==> src/rtl/core/stx_etx_packet_deframer_defines.svh <==
// Assertion macros for the deframer modules; only sedf_back includes them.
// Each macro expects signals named clk and rst in the enclosing scope.
`ifndef STX_ETX_PACKET_DEFRAMER_DEFINES_SVH
`define STX_ETX_PACKET_DEFRAMER_DEFINES_SVH

// Antecedent in a cycle implies the consequent in the same cycle.
`define SEDF_ASSERT_SAME(name, ante, cons) \
  name: assert property (@(posedge clk) disable iff (rst) (ante) |-> (cons)) \
    else $error("deframer check failed");

// Antecedent in a cycle implies the consequent in the next cycle.
`define SEDF_ASSERT_NEXT(name, ante, cons) \
  name: assert property (@(posedge clk) disable iff (rst) (ante) |=> (cons)) \
    else $error("deframer check failed");

`endif

==> src/rtl/core/sedf_pkg.sv <==
package sedf_pkg;

  localparam int MAX_FRAME   = 64;
  localparam int ADDR_W      = $clog2(MAX_FRAME);
  localparam int CNT_W       = $clog2(MAX_FRAME + 1);
  localparam int TRAILER_LEN = 4;
  localparam int TCNT_W      = 3;
  localparam int OUT_DEPTH   = 4;
  localparam int OUT_CNT_W   = $clog2(OUT_DEPTH + 1);
  localparam int OUT_PTR_W   = $clog2(OUT_DEPTH);

  // Configuration register indexes.
  localparam logic [1:0] REG_START  = 2'd0;
  localparam logic [1:0] REG_END    = 2'd1;
  localparam logic [1:0] REG_ESCAPE = 2'd2;

  localparam logic [7:0] START_RESET  = 8'd2;
  localparam logic [7:0] END_RESET    = 8'd3;
  localparam logic [7:0] ESCAPE_RESET = 8'd16;

  // Result kinds.
  localparam logic KIND_DATA  = 1'b0;
  localparam logic KIND_ERROR = 1'b1;

  // Work handed from the front to the back.
  typedef struct packed {
    logic             is_err;
    logic [7:0]       data;
    logic [CNT_W-1:0] len;
  } cmd_t;

  typedef struct packed {
    logic cmd_full;
    logic frame_done;
  } back_status_t;

  typedef struct packed {
    logic       kind;
    logic [7:0] data;
    logic       last;
  } out_item_t;

endpackage

==> src/rtl/core/sedf_ram.sv <==
module sedf_ram #(
  parameter int WIDTH = 8,
  parameter int DEPTH = 64
) (
  input  logic                     clk,
  input  logic                     we,
  input  logic [$clog2(DEPTH)-1:0] waddr,
  input  logic [WIDTH-1:0]         wdata,
  input  logic [$clog2(DEPTH)-1:0] raddr,
  output logic [WIDTH-1:0]         rdata
);

  logic [WIDTH-1:0] mem [DEPTH];

  always_ff @(posedge clk) begin
    if (we) begin
      mem[waddr] <= wdata;
    end
    rdata <= mem[raddr];
  end

endmodule

==> src/rtl/core/sedf_front.sv <==
module sedf_front (
  input  logic                        clk,
  input  logic                        rst,
  input  logic                        cfg_valid,
  input  logic [1:0]                  cfg_index,
  input  logic [7:0]                  cfg_data,
  input  logic                        push,
  output logic                        full,
  input  logic [7:0]                  rx_byte,
  input  sedf_pkg::back_status_t      status,
  output logic                        cmd_push,
  output sedf_pkg::cmd_t              cmd,
  output logic                        mem_we,
  output logic [sedf_pkg::ADDR_W-1:0] mem_waddr,
  output logic [7:0]                  mem_wdata
);

  import sedf_pkg::*;

  typedef enum logic [1:0] {PH_IDLE, PH_BODY, PH_TRAIL} phase_t;

  phase_t            phase, phase_next;
  logic [CNT_W-1:0]  count, count_next;
  logic [TCNT_W-1:0] tcount, tcount_next, tcount_inc;
  logic              hold, hold_next;
  logic [7:0]        start_byte, end_byte, escape_byte;
  logic [7:0]        byte1, byte2;
  logic              accept;

  assign full   = status.cmd_full || hold;
  assign accept = push && !full;
  assign tcount_inc = tcount + 1'b1;
  assign mem_wdata  = rx_byte;

  always_comb begin
    phase_next  = phase;
    count_next  = count;
    tcount_next = tcount;
    hold_next   = hold && !status.frame_done;
    mem_we      = 1'b0;
    mem_waddr   = count[ADDR_W-1:0];
    cmd_push    = 1'b0;
    cmd.is_err  = 1'b0;
    cmd.data    = (byte1 == escape_byte) ? byte2 : byte1;
    cmd.len     = count + 1'b1;
    if (accept) begin
      unique case (phase)
        PH_BODY, PH_TRAIL: begin
          if (count == CNT_W'(MAX_FRAME)) begin
            // The store is full: the frame is dropped and reported.
            cmd_push    = 1'b1;
            cmd.is_err  = 1'b1;
            phase_next  = PH_IDLE;
            count_next  = '0;
            tcount_next = '0;
          end else if (rx_byte == start_byte) begin
            mem_we      = 1'b1;
            mem_waddr   = '0;
            count_next  = CNT_W'(1);
            tcount_next = '0;
            phase_next  = PH_BODY;
          end else begin
            mem_we     = 1'b1;
            count_next = count + 1'b1;
            if (phase == PH_BODY) begin
              if (rx_byte == end_byte) begin
                phase_next  = PH_TRAIL;
                tcount_next = '0;
              end
            end else begin
              tcount_next = tcount_inc;
              if (tcount_inc == TCNT_W'(TRAILER_LEN)) begin
                cmd_push    = 1'b1;
                hold_next   = 1'b1;
                phase_next  = PH_IDLE;
                count_next  = '0;
                tcount_next = '0;
              end
            end
          end
        end
        default: begin
          phase_next = PH_IDLE;
          if (rx_byte == start_byte) begin
            mem_we      = 1'b1;
            mem_waddr   = '0;
            count_next  = CNT_W'(1);
            tcount_next = '0;
            phase_next  = PH_BODY;
          end
        end
      endcase
    end
  end

  always_ff @(posedge clk) begin
    if (rst) begin
      phase       <= PH_IDLE;
      count       <= '0;
      tcount      <= '0;
      hold        <= 1'b0;
      start_byte  <= START_RESET;
      end_byte    <= END_RESET;
      escape_byte <= ESCAPE_RESET;
    end else begin
      phase  <= phase_next;
      count  <= count_next;
      tcount <= tcount_next;
      hold   <= hold_next;
      if (cfg_valid) begin
        case (cfg_index)
          REG_START:  start_byte  <= cfg_data;
          REG_END:    end_byte    <= cfg_data;
          REG_ESCAPE: escape_byte <= cfg_data;
          default:    ;
        endcase
      end
    end
  end

  // Shadow copies of the two bytes that can hold the command.
  always_ff @(posedge clk) begin
    if (mem_we && mem_waddr == ADDR_W'(1)) begin
      byte1 <= mem_wdata;
    end
    if (mem_we && mem_waddr == ADDR_W'(2)) begin
      byte2 <= mem_wdata;
    end
  end

endmodule

==> src/rtl/core/sedf_back.sv <==
`include "stx_etx_packet_deframer_defines.svh"

module sedf_back (
  input  logic                        clk,
  input  logic                        rst,
  input  logic                        cmd_push,
  input  sedf_pkg::cmd_t              cmd,
  output sedf_pkg::back_status_t      status,
  output logic [sedf_pkg::ADDR_W-1:0] mem_raddr,
  input  logic [7:0]                  mem_rdata,
  output logic                        empty,
  input  logic                        pop,
  output sedf_pkg::out_item_t         head_item
);

  import sedf_pkg::*;

  typedef enum logic {ST_IDLE, ST_READ} state_t;

  // Command queue between the front and this sequencer.
  cmd_t       q [2];
  logic       q_wp, q_rp;
  logic [1:0] q_cnt;
  cmd_t       q_head;

  // Output queue holding finished beats.
  out_item_t            oq [OUT_DEPTH];
  logic [OUT_PTR_W-1:0] oq_wp, oq_rp;
  logic [OUT_CNT_W-1:0] oc;

  state_t           state;
  logic [CNT_W-1:0] len;
  logic [ADDR_W-1:0] rd_addr;
  logic             rd_valid, rd_last;

  logic      issue, last_issue, err_go, frm_go, q_pop;
  logic      oq_push, oq_pop;
  out_item_t oq_in;

  assign q_head = q[q_rp];
  assign status.cmd_full = (q_cnt == 2'd2);
  assign mem_raddr = rd_addr;

  // A read is issued only when its beat is sure to find room in the output queue.
  assign issue = (state == ST_READ) &&
                 ((oc + OUT_CNT_W'(rd_valid)) < OUT_CNT_W'(OUT_DEPTH));
  assign last_issue = issue && ((CNT_W'(rd_addr) + 1'b1) == len);
  assign status.frame_done = last_issue;

  assign err_go = (state == ST_IDLE) && (q_cnt != 2'd0) && q_head.is_err &&
                  !rd_valid && (oc < OUT_CNT_W'(OUT_DEPTH));
  assign frm_go = (state == ST_IDLE) && (q_cnt != 2'd0) && !q_head.is_err;
  assign q_pop  = err_go || frm_go;

  assign oq_push = rd_valid || err_go;
  assign oq_pop  = pop && (oc != '0);
  assign empty   = (oc == '0);
  assign head_item = oq[oq_rp];

  always_comb begin
    if (rd_valid) begin
      oq_in.kind = KIND_DATA;
      oq_in.data = mem_rdata;
      oq_in.last = rd_last;
    end else begin
      oq_in.kind = KIND_ERROR;
      oq_in.data = q_head.data;
      oq_in.last = 1'b1;
    end
  end

  always_ff @(posedge clk) begin
    if (rst) begin
      state    <= ST_IDLE;
      rd_valid <= 1'b0;
      q_wp     <= 1'b0;
      q_rp     <= 1'b0;
      q_cnt    <= '0;
      oq_wp    <= '0;
      oq_rp    <= '0;
      oc       <= '0;
    end else begin
      rd_valid <= issue;
      unique case (state)
        ST_IDLE: begin
          if (frm_go) begin
            state <= ST_READ;
          end
        end
        ST_READ: begin
          if (last_issue) begin
            state <= ST_IDLE;
          end
        end
        default: state <= ST_IDLE;
      endcase
      if (cmd_push) begin
        q_wp <= ~q_wp;
      end
      if (q_pop) begin
        q_rp <= ~q_rp;
      end
      q_cnt <= q_cnt + {1'b0, cmd_push} - {1'b0, q_pop};
      if (oq_push) begin
        oq_wp <= oq_wp + 1'b1;
      end
      if (oq_pop) begin
        oq_rp <= oq_rp + 1'b1;
      end
      oc <= oc + OUT_CNT_W'(oq_push) - OUT_CNT_W'(oq_pop);
    end
  end

  always_ff @(posedge clk) begin
    if (cmd_push) begin
      q[q_wp] <= cmd;
    end
    if (oq_push) begin
      oq[oq_wp] <= oq_in;
    end
    if (frm_go) begin
      len     <= q_head.len;
      rd_addr <= '0;
    end else if (issue) begin
      rd_addr <= rd_addr + 1'b1;
    end
    if (issue) begin
      rd_last <= last_issue;
    end
  end

  `SEDF_ASSERT_SAME(a_oq_bound, 1'b1, oc <= OUT_CNT_W'(OUT_DEPTH))
  `SEDF_ASSERT_NEXT(a_read_lands, issue, rd_valid)
  `SEDF_ASSERT_SAME(a_beat_has_room, rd_valid, oc < OUT_CNT_W'(OUT_DEPTH))
  `SEDF_ASSERT_SAME(a_no_queue_overrun, cmd_push, q_cnt != 2'd2)

endmodule

==> src/rtl/core/stx_etx_packet_deframer.sv <==
// Accepts one byte per cycle while full is low; a finished frame then blocks input until
// its bytes are read out of the frame buffer, which takes longer if the output backs up.
// The first frame byte passes the command queue, the sequencer state, the buffer read
// and the output queue registers; a length error passes the command and output queues.
// Synchronous reset clears the state machines, counters and queue pointers and loads the
// register defaults; the frame buffer and queue contents are not cleared.
module stx_etx_packet_deframer (
  input  logic       clk,
  input  logic       rst,
  input  logic       cfg_valid,
  output logic       cfg_ready,
  input  logic [1:0] cfg_index,
  input  logic [7:0] cfg_data,
  input  logic       push,
  output logic       full,
  input  logic [7:0] rx_byte,
  output logic       empty,
  input  logic       pop,
  output logic       kind,
  output logic [7:0] data_byte,
  output logic       last
);

  import sedf_pkg::*;

  back_status_t      status;
  cmd_t              cmd;
  logic              cmd_push;
  logic              mem_we;
  logic [ADDR_W-1:0] mem_waddr, mem_raddr;
  logic [7:0]        mem_wdata, mem_rdata;
  out_item_t         head_item;

  assign cfg_ready = 1'b1;
  assign kind      = head_item.kind;
  assign data_byte = head_item.data;
  assign last      = head_item.last;

  sedf_front u_front (
    .clk       (clk),
    .rst       (rst),
    .cfg_valid (cfg_valid),
    .cfg_index (cfg_index),
    .cfg_data  (cfg_data),
    .push      (push),
    .full      (full),
    .rx_byte   (rx_byte),
    .status    (status),
    .cmd_push  (cmd_push),
    .cmd       (cmd),
    .mem_we    (mem_we),
    .mem_waddr (mem_waddr),
    .mem_wdata (mem_wdata)
  );

  sedf_ram #(
    .WIDTH (8),
    .DEPTH (MAX_FRAME)
  ) u_frame_ram (
    .clk   (clk),
    .we    (mem_we),
    .waddr (mem_waddr),
    .wdata (mem_wdata),
    .raddr (mem_raddr),
    .rdata (mem_rdata)
  );

  sedf_back u_back (
    .clk       (clk),
    .rst       (rst),
    .cmd_push  (cmd_push),
    .cmd       (cmd),
    .status    (status),
    .mem_raddr (mem_raddr),
    .mem_rdata (mem_rdata),
    .empty     (empty),
    .pop       (pop),
    .head_item (head_item)
  );

endmodule

==> config.mk <==
export PLATFORM = sky130hd
export DESIGN_NAME = stx_etx_packet_deframer
export DESIGN_NICKNAME = d
export VERILOG_FILES = /design/src/rtl/core/sedf_pkg.sv /design/src/rtl/core/sedf_ram.sv /design/src/rtl/core/sedf_front.sv /design/src/rtl/core/sedf_back.sv /design/src/rtl/core/stx_etx_packet_deframer.sv
export VERILOG_INCLUDE_DIRS = /design/src /design/src/rtl/core
export SDC_FILE = /design/constraint.sdc
export NUM_CORES = 1
export LEC_CHECK = 0
export ABC_CLOCK_PERIOD_IN_PS = 4200
export BUFFER_PORTS_ARGS = -buffer_cell sky130_fd_sc_hd__buf_4
export CORE_UTILIZATION = 52
export DETAILED_ROUTE_END_ITERATION = 10
export PLACE_DENSITY = 0.78
export SLEW_MARGIN = 10
export SYNTH_ARGS = -nofsm -noshare
export SYNTH_HDL_FRONTEND = slang
export SYNTH_HIERARCHICAL = 1
export SYNTH_SLANG_ARGS = --single-unit
==> constraint.sdc <==
create_clock -name clk -period 4.2 [get_ports clk]
set_clock_uncertainty 0.1 [all_clocks]
set_input_delay 0.63 -clock clk [delete_from_list [all_inputs] [get_ports clk]]
set_output_delay 0.63 -clock clk [all_outputs]
set_load 0.01 [all_outputs]
Word-level counts from Yosys, hierarchy flattened
Memories as Yosys holds them, arrays and structs flattened. A register that Yosys moved wholly into a read port is not among the register bits.
Cells that the tools add are included.

word-level totals
  input bits = 23
  bits in read-only memories = 0
  word-level logic and storage cells = 144
  output and inout bits = 13
  bits in writable memories = 584
  memories kept = 3
  bits in latches = 0
  register bits after elaboration = 80

cells by class
  $mul = 0
  eq/ne operators = 16
  bitwise logic cells = 3
  muxes and demuxes = 58
  div/mod/pow operators = 0
  reduce and logical (&&, ||, !) cells = 31
  add/subtract/negate cells = 11
  order comparisons = 2
  shifts and indexed selects = 0

memories
  memory           words  width  rd ports  clocked after memory_dff  wr ports  RTL line         source
  u_frame_ram.mem  64     8      1         1                         1         sedf_ram.sv:13   logic [WIDTH-1:0] mem [DEPTH];
  u_back.oq        4      10     1         1                         1         sedf_back.sv:27  out_item_t oq [OUT_DEPTH];
  u_back.q         2      16     1         1                         1         sedf_back.sv:21  cmd_t q [2];

operators by type and width
  cell                                                                      count
  7-bit 2-to-1 mux                                                          6
  1-bit 2-to-1 mux                                                          30
  8-bit equality test                                                       3
  6-bit 2-to-1 mux                                                          4
  3-bit 2-to-1 mux                                                          7
  2-bit 2-to-1 mux                                                          8
  1-bit logical AND                                                         12
  10-bit 2-to-1 mux                                                         1
  8-bit 2-to-1 mux                                                          1
  2-bit AND reduction                                                       4
  6-bit by 1-bit adder with 7-bit output (second input constant)            1
  7-bit by 1-bit adder with 7-bit output (second input constant)            1
  7-bit equality test                                                       1
  7-bit equality test (second input constant)                               1
  3-bit by 1-bit adder with 3-bit output                                    2
  6-bit by 1-bit adder with 6-bit output (second input constant)            1
  2-bit equality test (second input constant)                               3
  6-bit by 1-bit equality test with 1-bit output (second input constant)    1
  6-bit by 2-bit equality test with 1-bit output (second input constant)    1
  3-bit less-than comparator (second input constant)                        2
  3-bit AND reduction                                                       2
  5-bit by 1-bit inequality test with 1-bit output (second input constant)  1
  5-bit by 3-bit inequality test with 1-bit output (second input constant)  1
  2-bit by 1-bit adder with 2-bit output (second input constant)            2
  other kinds (16)                                                          25

Longest topological paths before layout
  depth after elaboration = 12
  mapped depth = 11

Modules after synthesis
Netlist, hierarchy kept.

by module, submodules not included
  module                   sequential area each (sq um)  cells an instance  instances  area each (sq um)
  sedf_ram                 15534.9                       940                1          20156.8
  sedf_back                2842.7                        262                1          4139.0
  sedf_front               1221.2                        267                1          2701.3
  stx_etx_packet_deframer  0.0                           2                  1          11.3

Worst setup path before layout
Ideal clock, no wire load.

  kind = input to register
  start point = in rx_byte[2]
  end point = mem u_frame_ram.mem[23][0] (enable)
  path buffers = 3
  data arrival time = 2.820 ns
  stages = 10
  slack = 0.909 ns
  cell sequence = xnor2_1 > nand4_1 > or2_2 > buf_2 > a21oi_2 > nor2b_1 > clkbuf_1 > or3b_2 > clkbuf_1 > nor2_1

RTL lines
  element                RTL line                            source
  start, declared        stx_etx_packet_deframer.sv:16       input logic [7:0] rx_byte,
  8-bit equality test *  sedf_front.sv:56, sedf_front.sv:84
  6-bit 2-to-1 mux *     sedf_front.sv:56, sedf_front.sv:84
  6-bit 2-to-1 mux       sedf_front.sv:49                    if (count == CNT_W'(MAX_FRAME)) begin
  6-bit 2-to-1 mux *     sedf_front.sv:47                    unique case (phase)
  6-bit 2-to-1 mux *     sedf_front.sv:46                    if (accept) begin
  net mem_waddr[3]       stx_etx_packet_deframer.sv:30       logic [ADDR_W-1:0] mem_waddr, mem_raddr;
  end, declared          sedf_ram.sv:13

Mark *: on every way through the listed nets, which the timed path passes. The rest lies on a longest branch.

Final worst setup path
  start point = reg u_front.count[2]
  end point = mem u_frame_ram.mem[55][2] (enable)

RTL lines
  element                 RTL line                       source
  start, declared         sedf_front.sv:23               logic [CNT_W-1:0] count, count_next;
  start signal, assigned  sedf_front.sv:107              count <= count_next;
  7-bit equality test     sedf_front.sv:49
  6-bit 2-to-1 mux        sedf_front.sv:49
  6-bit 2-to-1 mux        sedf_front.sv:47
  6-bit 2-to-1 mux        sedf_front.sv:46
  net mem_waddr[1]        stx_etx_packet_deframer.sv:30

The timed path passes the listed nets, and every way through them passes these cells.

==> results.py <==
metrics = {
    "global_routing": {
        "grt_max_degree": 68,
        "grt_pass1_wl_um": 86550,
        "grt_pass1_vias": 14100,
        "track_usage_pct": 21.95,
        "grt.overflow.total": 0,
        "antenna_found_initial": 2,
    },
    "timing": {
        "grt_setup_unrepaired": "false",
        "slew_headroom_pct": 27.71,
        "finalSetupViolCount": 0,
        "fmax_mhz": 269.1,
        "hold_violations": 0,
        "finalMaxSlewViolations": 0,
        "tightest_slew_ps": 1076,
        "min_period_ps": 3716,
        "setup_tns_ps": 0,
        "timing.final.crit_share_pct": 88.48,
        "setup_ws_ps": 483.7,
    },
    "yosys": {
        "netlist_area_mm2": 0.02701,
        "synth-seq-cells": 675,
        "ys_seq_area_share_pct": 72.57,
        "synth_cell_types": 76,
        "synth-edff-count": 608,
        "ys.flop_type": "edfxtp_1",
        "syn_nets": 1509,
        "ys_warn_count": 6,
        "avgSynthCellArea_um2": 18.36,
        "netlist_instances": 1471,
        "synthArstFlopShare_pct": 0,
    },
    "worst_setup_path": {
        "arrival_ps": 3900,
        "worst_ep_required_time_ps": 4390,
        "crit_start": "u_front/count[2]",
        "worstSetupPathType": "reg2reg",
        "crit_path_max_fanout": 10,
        "cp-end-kind": "flip-flop",
        "crit_path_start_kind": "flip-flop",
        "reg2reg_from": "u_front/count[2]",
    },
    "drt": {
        "routedWlPerCell_um": 24.55,
        "drcViolationCount": 0,
        "vias_per_cell": 6.094,
        "wl_um": 57030,
        "postRouteAntennaNets": 0,
        "drtPass1Iterations": 6,
        "num_vias": 14160,
        "drt_iter0_markers": 1542,
    },
    "final_layout": {
        "antenna_cells": 0,
        "layout_common_cells": "edfxtp_1, buf_4, mux4_2",
        "fill_cells": 3615,
        "num-nets-final": 1633,
        "drive_above_1_share_pct": 25.62,
        "final_common_cell": "edfxtp_1",
        "area.growth.synth_to_final_pct": 13.55,
    },
    "die": {
        "die_y_um": 229.9,
        "pin_count": 36,
        "dieWidth_um": 229.9,
        "core_mm2": 0.05130,
        "placement_rows": 83,
        "fp.dieArea_mm2": 0.05285,
        "initial_core_util_pct": 52.65,
    },
    "clock_tree": {
        "cts_setup_buffers": 0,
        "cts_sinks": 675,
        "cts_resized": 0,
        "clk-insertion-delay-late_ps": 590,
        "cts_tree": "yes",
        "clockRootBuffer": "clkbuf_16",
        "clk_path_buf_depth": 3,
        "cts_buffers": 66,
        "cts_max_level": 3,
        "postCtsHoldBufs": 0,
        "cts.clk_slew.worst_paths_ps": 60,
    },
    "power_and_ir_drop": {
        "peakVddDrop_mv": 0.3312,
        "p_leak_uw": 0.009859,
        "powerDensity_mw_per_mm2": 534.7,
    },
    "place": {
        "pre_cts_ws_ps": 502.6,
        "hpwl_um": 35270,
        "gp_congestion": 0.9511,
        "port_buffers": 34,
    },
    "min_path": {
        "min_path_type": "in2reg",
        "hold_path.startpoint": "cfg_data[1]",
    },
    "run": {
        "drv_cap": 0,
    },
    "status": {
        "status": "completed",
    },
}
report_power, final:
part	switching, uW	internal, uW	total (uW)
registers	276	7530	7800
clock network	2370	3570	5940
logic	1320	1330	2650
total	3970	12400	16400
state kept, by name, summed over array words and instances (netlist names), 2 cells and up, named ones only:
register,cells
u_frame_ram/mem,512
u_back/oq,40
u_back/q,32
u_frame_ram/rdata,8
u_front/byte1,8
u_front/byte2,8
u_front/end_byte,8
u_front/escape_byte,8
u_front/start_byte,8
u_back/len,7
u_front/count,7
u_back/mem_raddr,6
u_back/oc,3
u_front/tcount,3
u_back/oq_rp,2
u_back/oq_wp,2
u_back/q_cnt,2
u_front/phase,2
kinds of logic after synthesis:
| group | Yosys count | synth area share [%] |
|---|---|---|
| flip-flops | 675 | 72.57 |
| XOR/XNOR | 47 | 1.524 |
| buffers and inverters | 106 | 2.089 |
| other | 1 | 0.01388 |
| AND/OR/NAND/NOR | 291 | 5.221 |
| AO/OA/AOI/OAI | 118 | 3.354 |
| adder cells (fa/ha/maj) | 15 | 0.7227 |
| multiplexers | 218 | 14.51 |
critical path: stages, from the launching register on:
cell and delay, ps:
dfxtp_1 390, nor4_1 520, nand3_1 180, or2_0 340
a31oi_1 760, nand4_1 380, buf_4 300, nor2_1 210
buf_4 230
final timing paths:
path / endpoint / cells past startpoint / slack (ps)
max: u_frame_ram/mem[55][2] / 8 / 480
min: u_front/start_byte[1] / 2 / 160
max reg2reg: u_frame_ram/mem[55][2] / 8 / 480
min reg2reg: u_front/escape_byte[4] / 1 / 390
per-stage QoR:
step                instances  utilization (%)  hold slack, ps  cell area (um^2)  total power, uW
floorplan                1471                -           350.0             27010             9837
global placement         2207            55.51           364.5             28480            10530
detailed placement       2207            55.51           376.3             28480            10600
CTS                      2323            59.77           137.7             30660            16510
global route             2323            59.78           159.8             30670            16930
finish                   2323            59.78           163.9             30670            16400
area by class of cell:
class	count	area [um^2]	area share (%)
Clock buffer	88	1838	5.993
Clock inverter	28	346.6	1.130
Inverter	22	82.58	0.2693
Multi-Input combinational cell	690	6850	22.34
Sequential cell	675	19610	63.95
Tap cell	680	850.8	2.774
Timing Repair Buffer	140	1089	3.549
synthesized netlist by cell type (all sizes together), types with 5 or more instances:
cell | number | area [um^2]
and2 | 7 | 43.79
mux2 | 28 | 315.3
nor3 | 16 | 80.08
a21oi | 12 | 63.81
a221oi | 9 | 78.83
buf | 56 | 375.4
nand3 | 21 | 110.1
dfxtp | 67 | 1341
a31oi | 6 | 43.79
mux2i | 54 | 540.5
nand4 | 12 | 75.07
ha | 14 | 175.2
o22ai | 8 | 50.05
xor2 | 9 | 78.83
o221ai | 8 | 70.07
xnor2 | 38 | 332.8
nand2b | 14 | 87.58
and3 | 6 | 40.03
nor2 | 131 | 491.7
nand3b | 6 | 45.04
o21ai | 18 | 90.08
clkbuf | 28 | 106.4
nor2b | 24 | 150.1
mux4 | 136 | 3063
edfxtp | 608 | 18260
a211o | 5 | 43.79
inv | 22 | 82.58
nand2 | 35 | 138.9
metal layers:
layer	part of all wire (%)	global-route usage [%]	vias to the layer above
met5	0.023	0	-
met4	2.8	8.030	2
met3	7.6	3.596	93
met2	49	35.60	678
met1	40	30.18	7293
li1	-	-	6091
No activity file was read; power rests on OpenSTA's default activity.
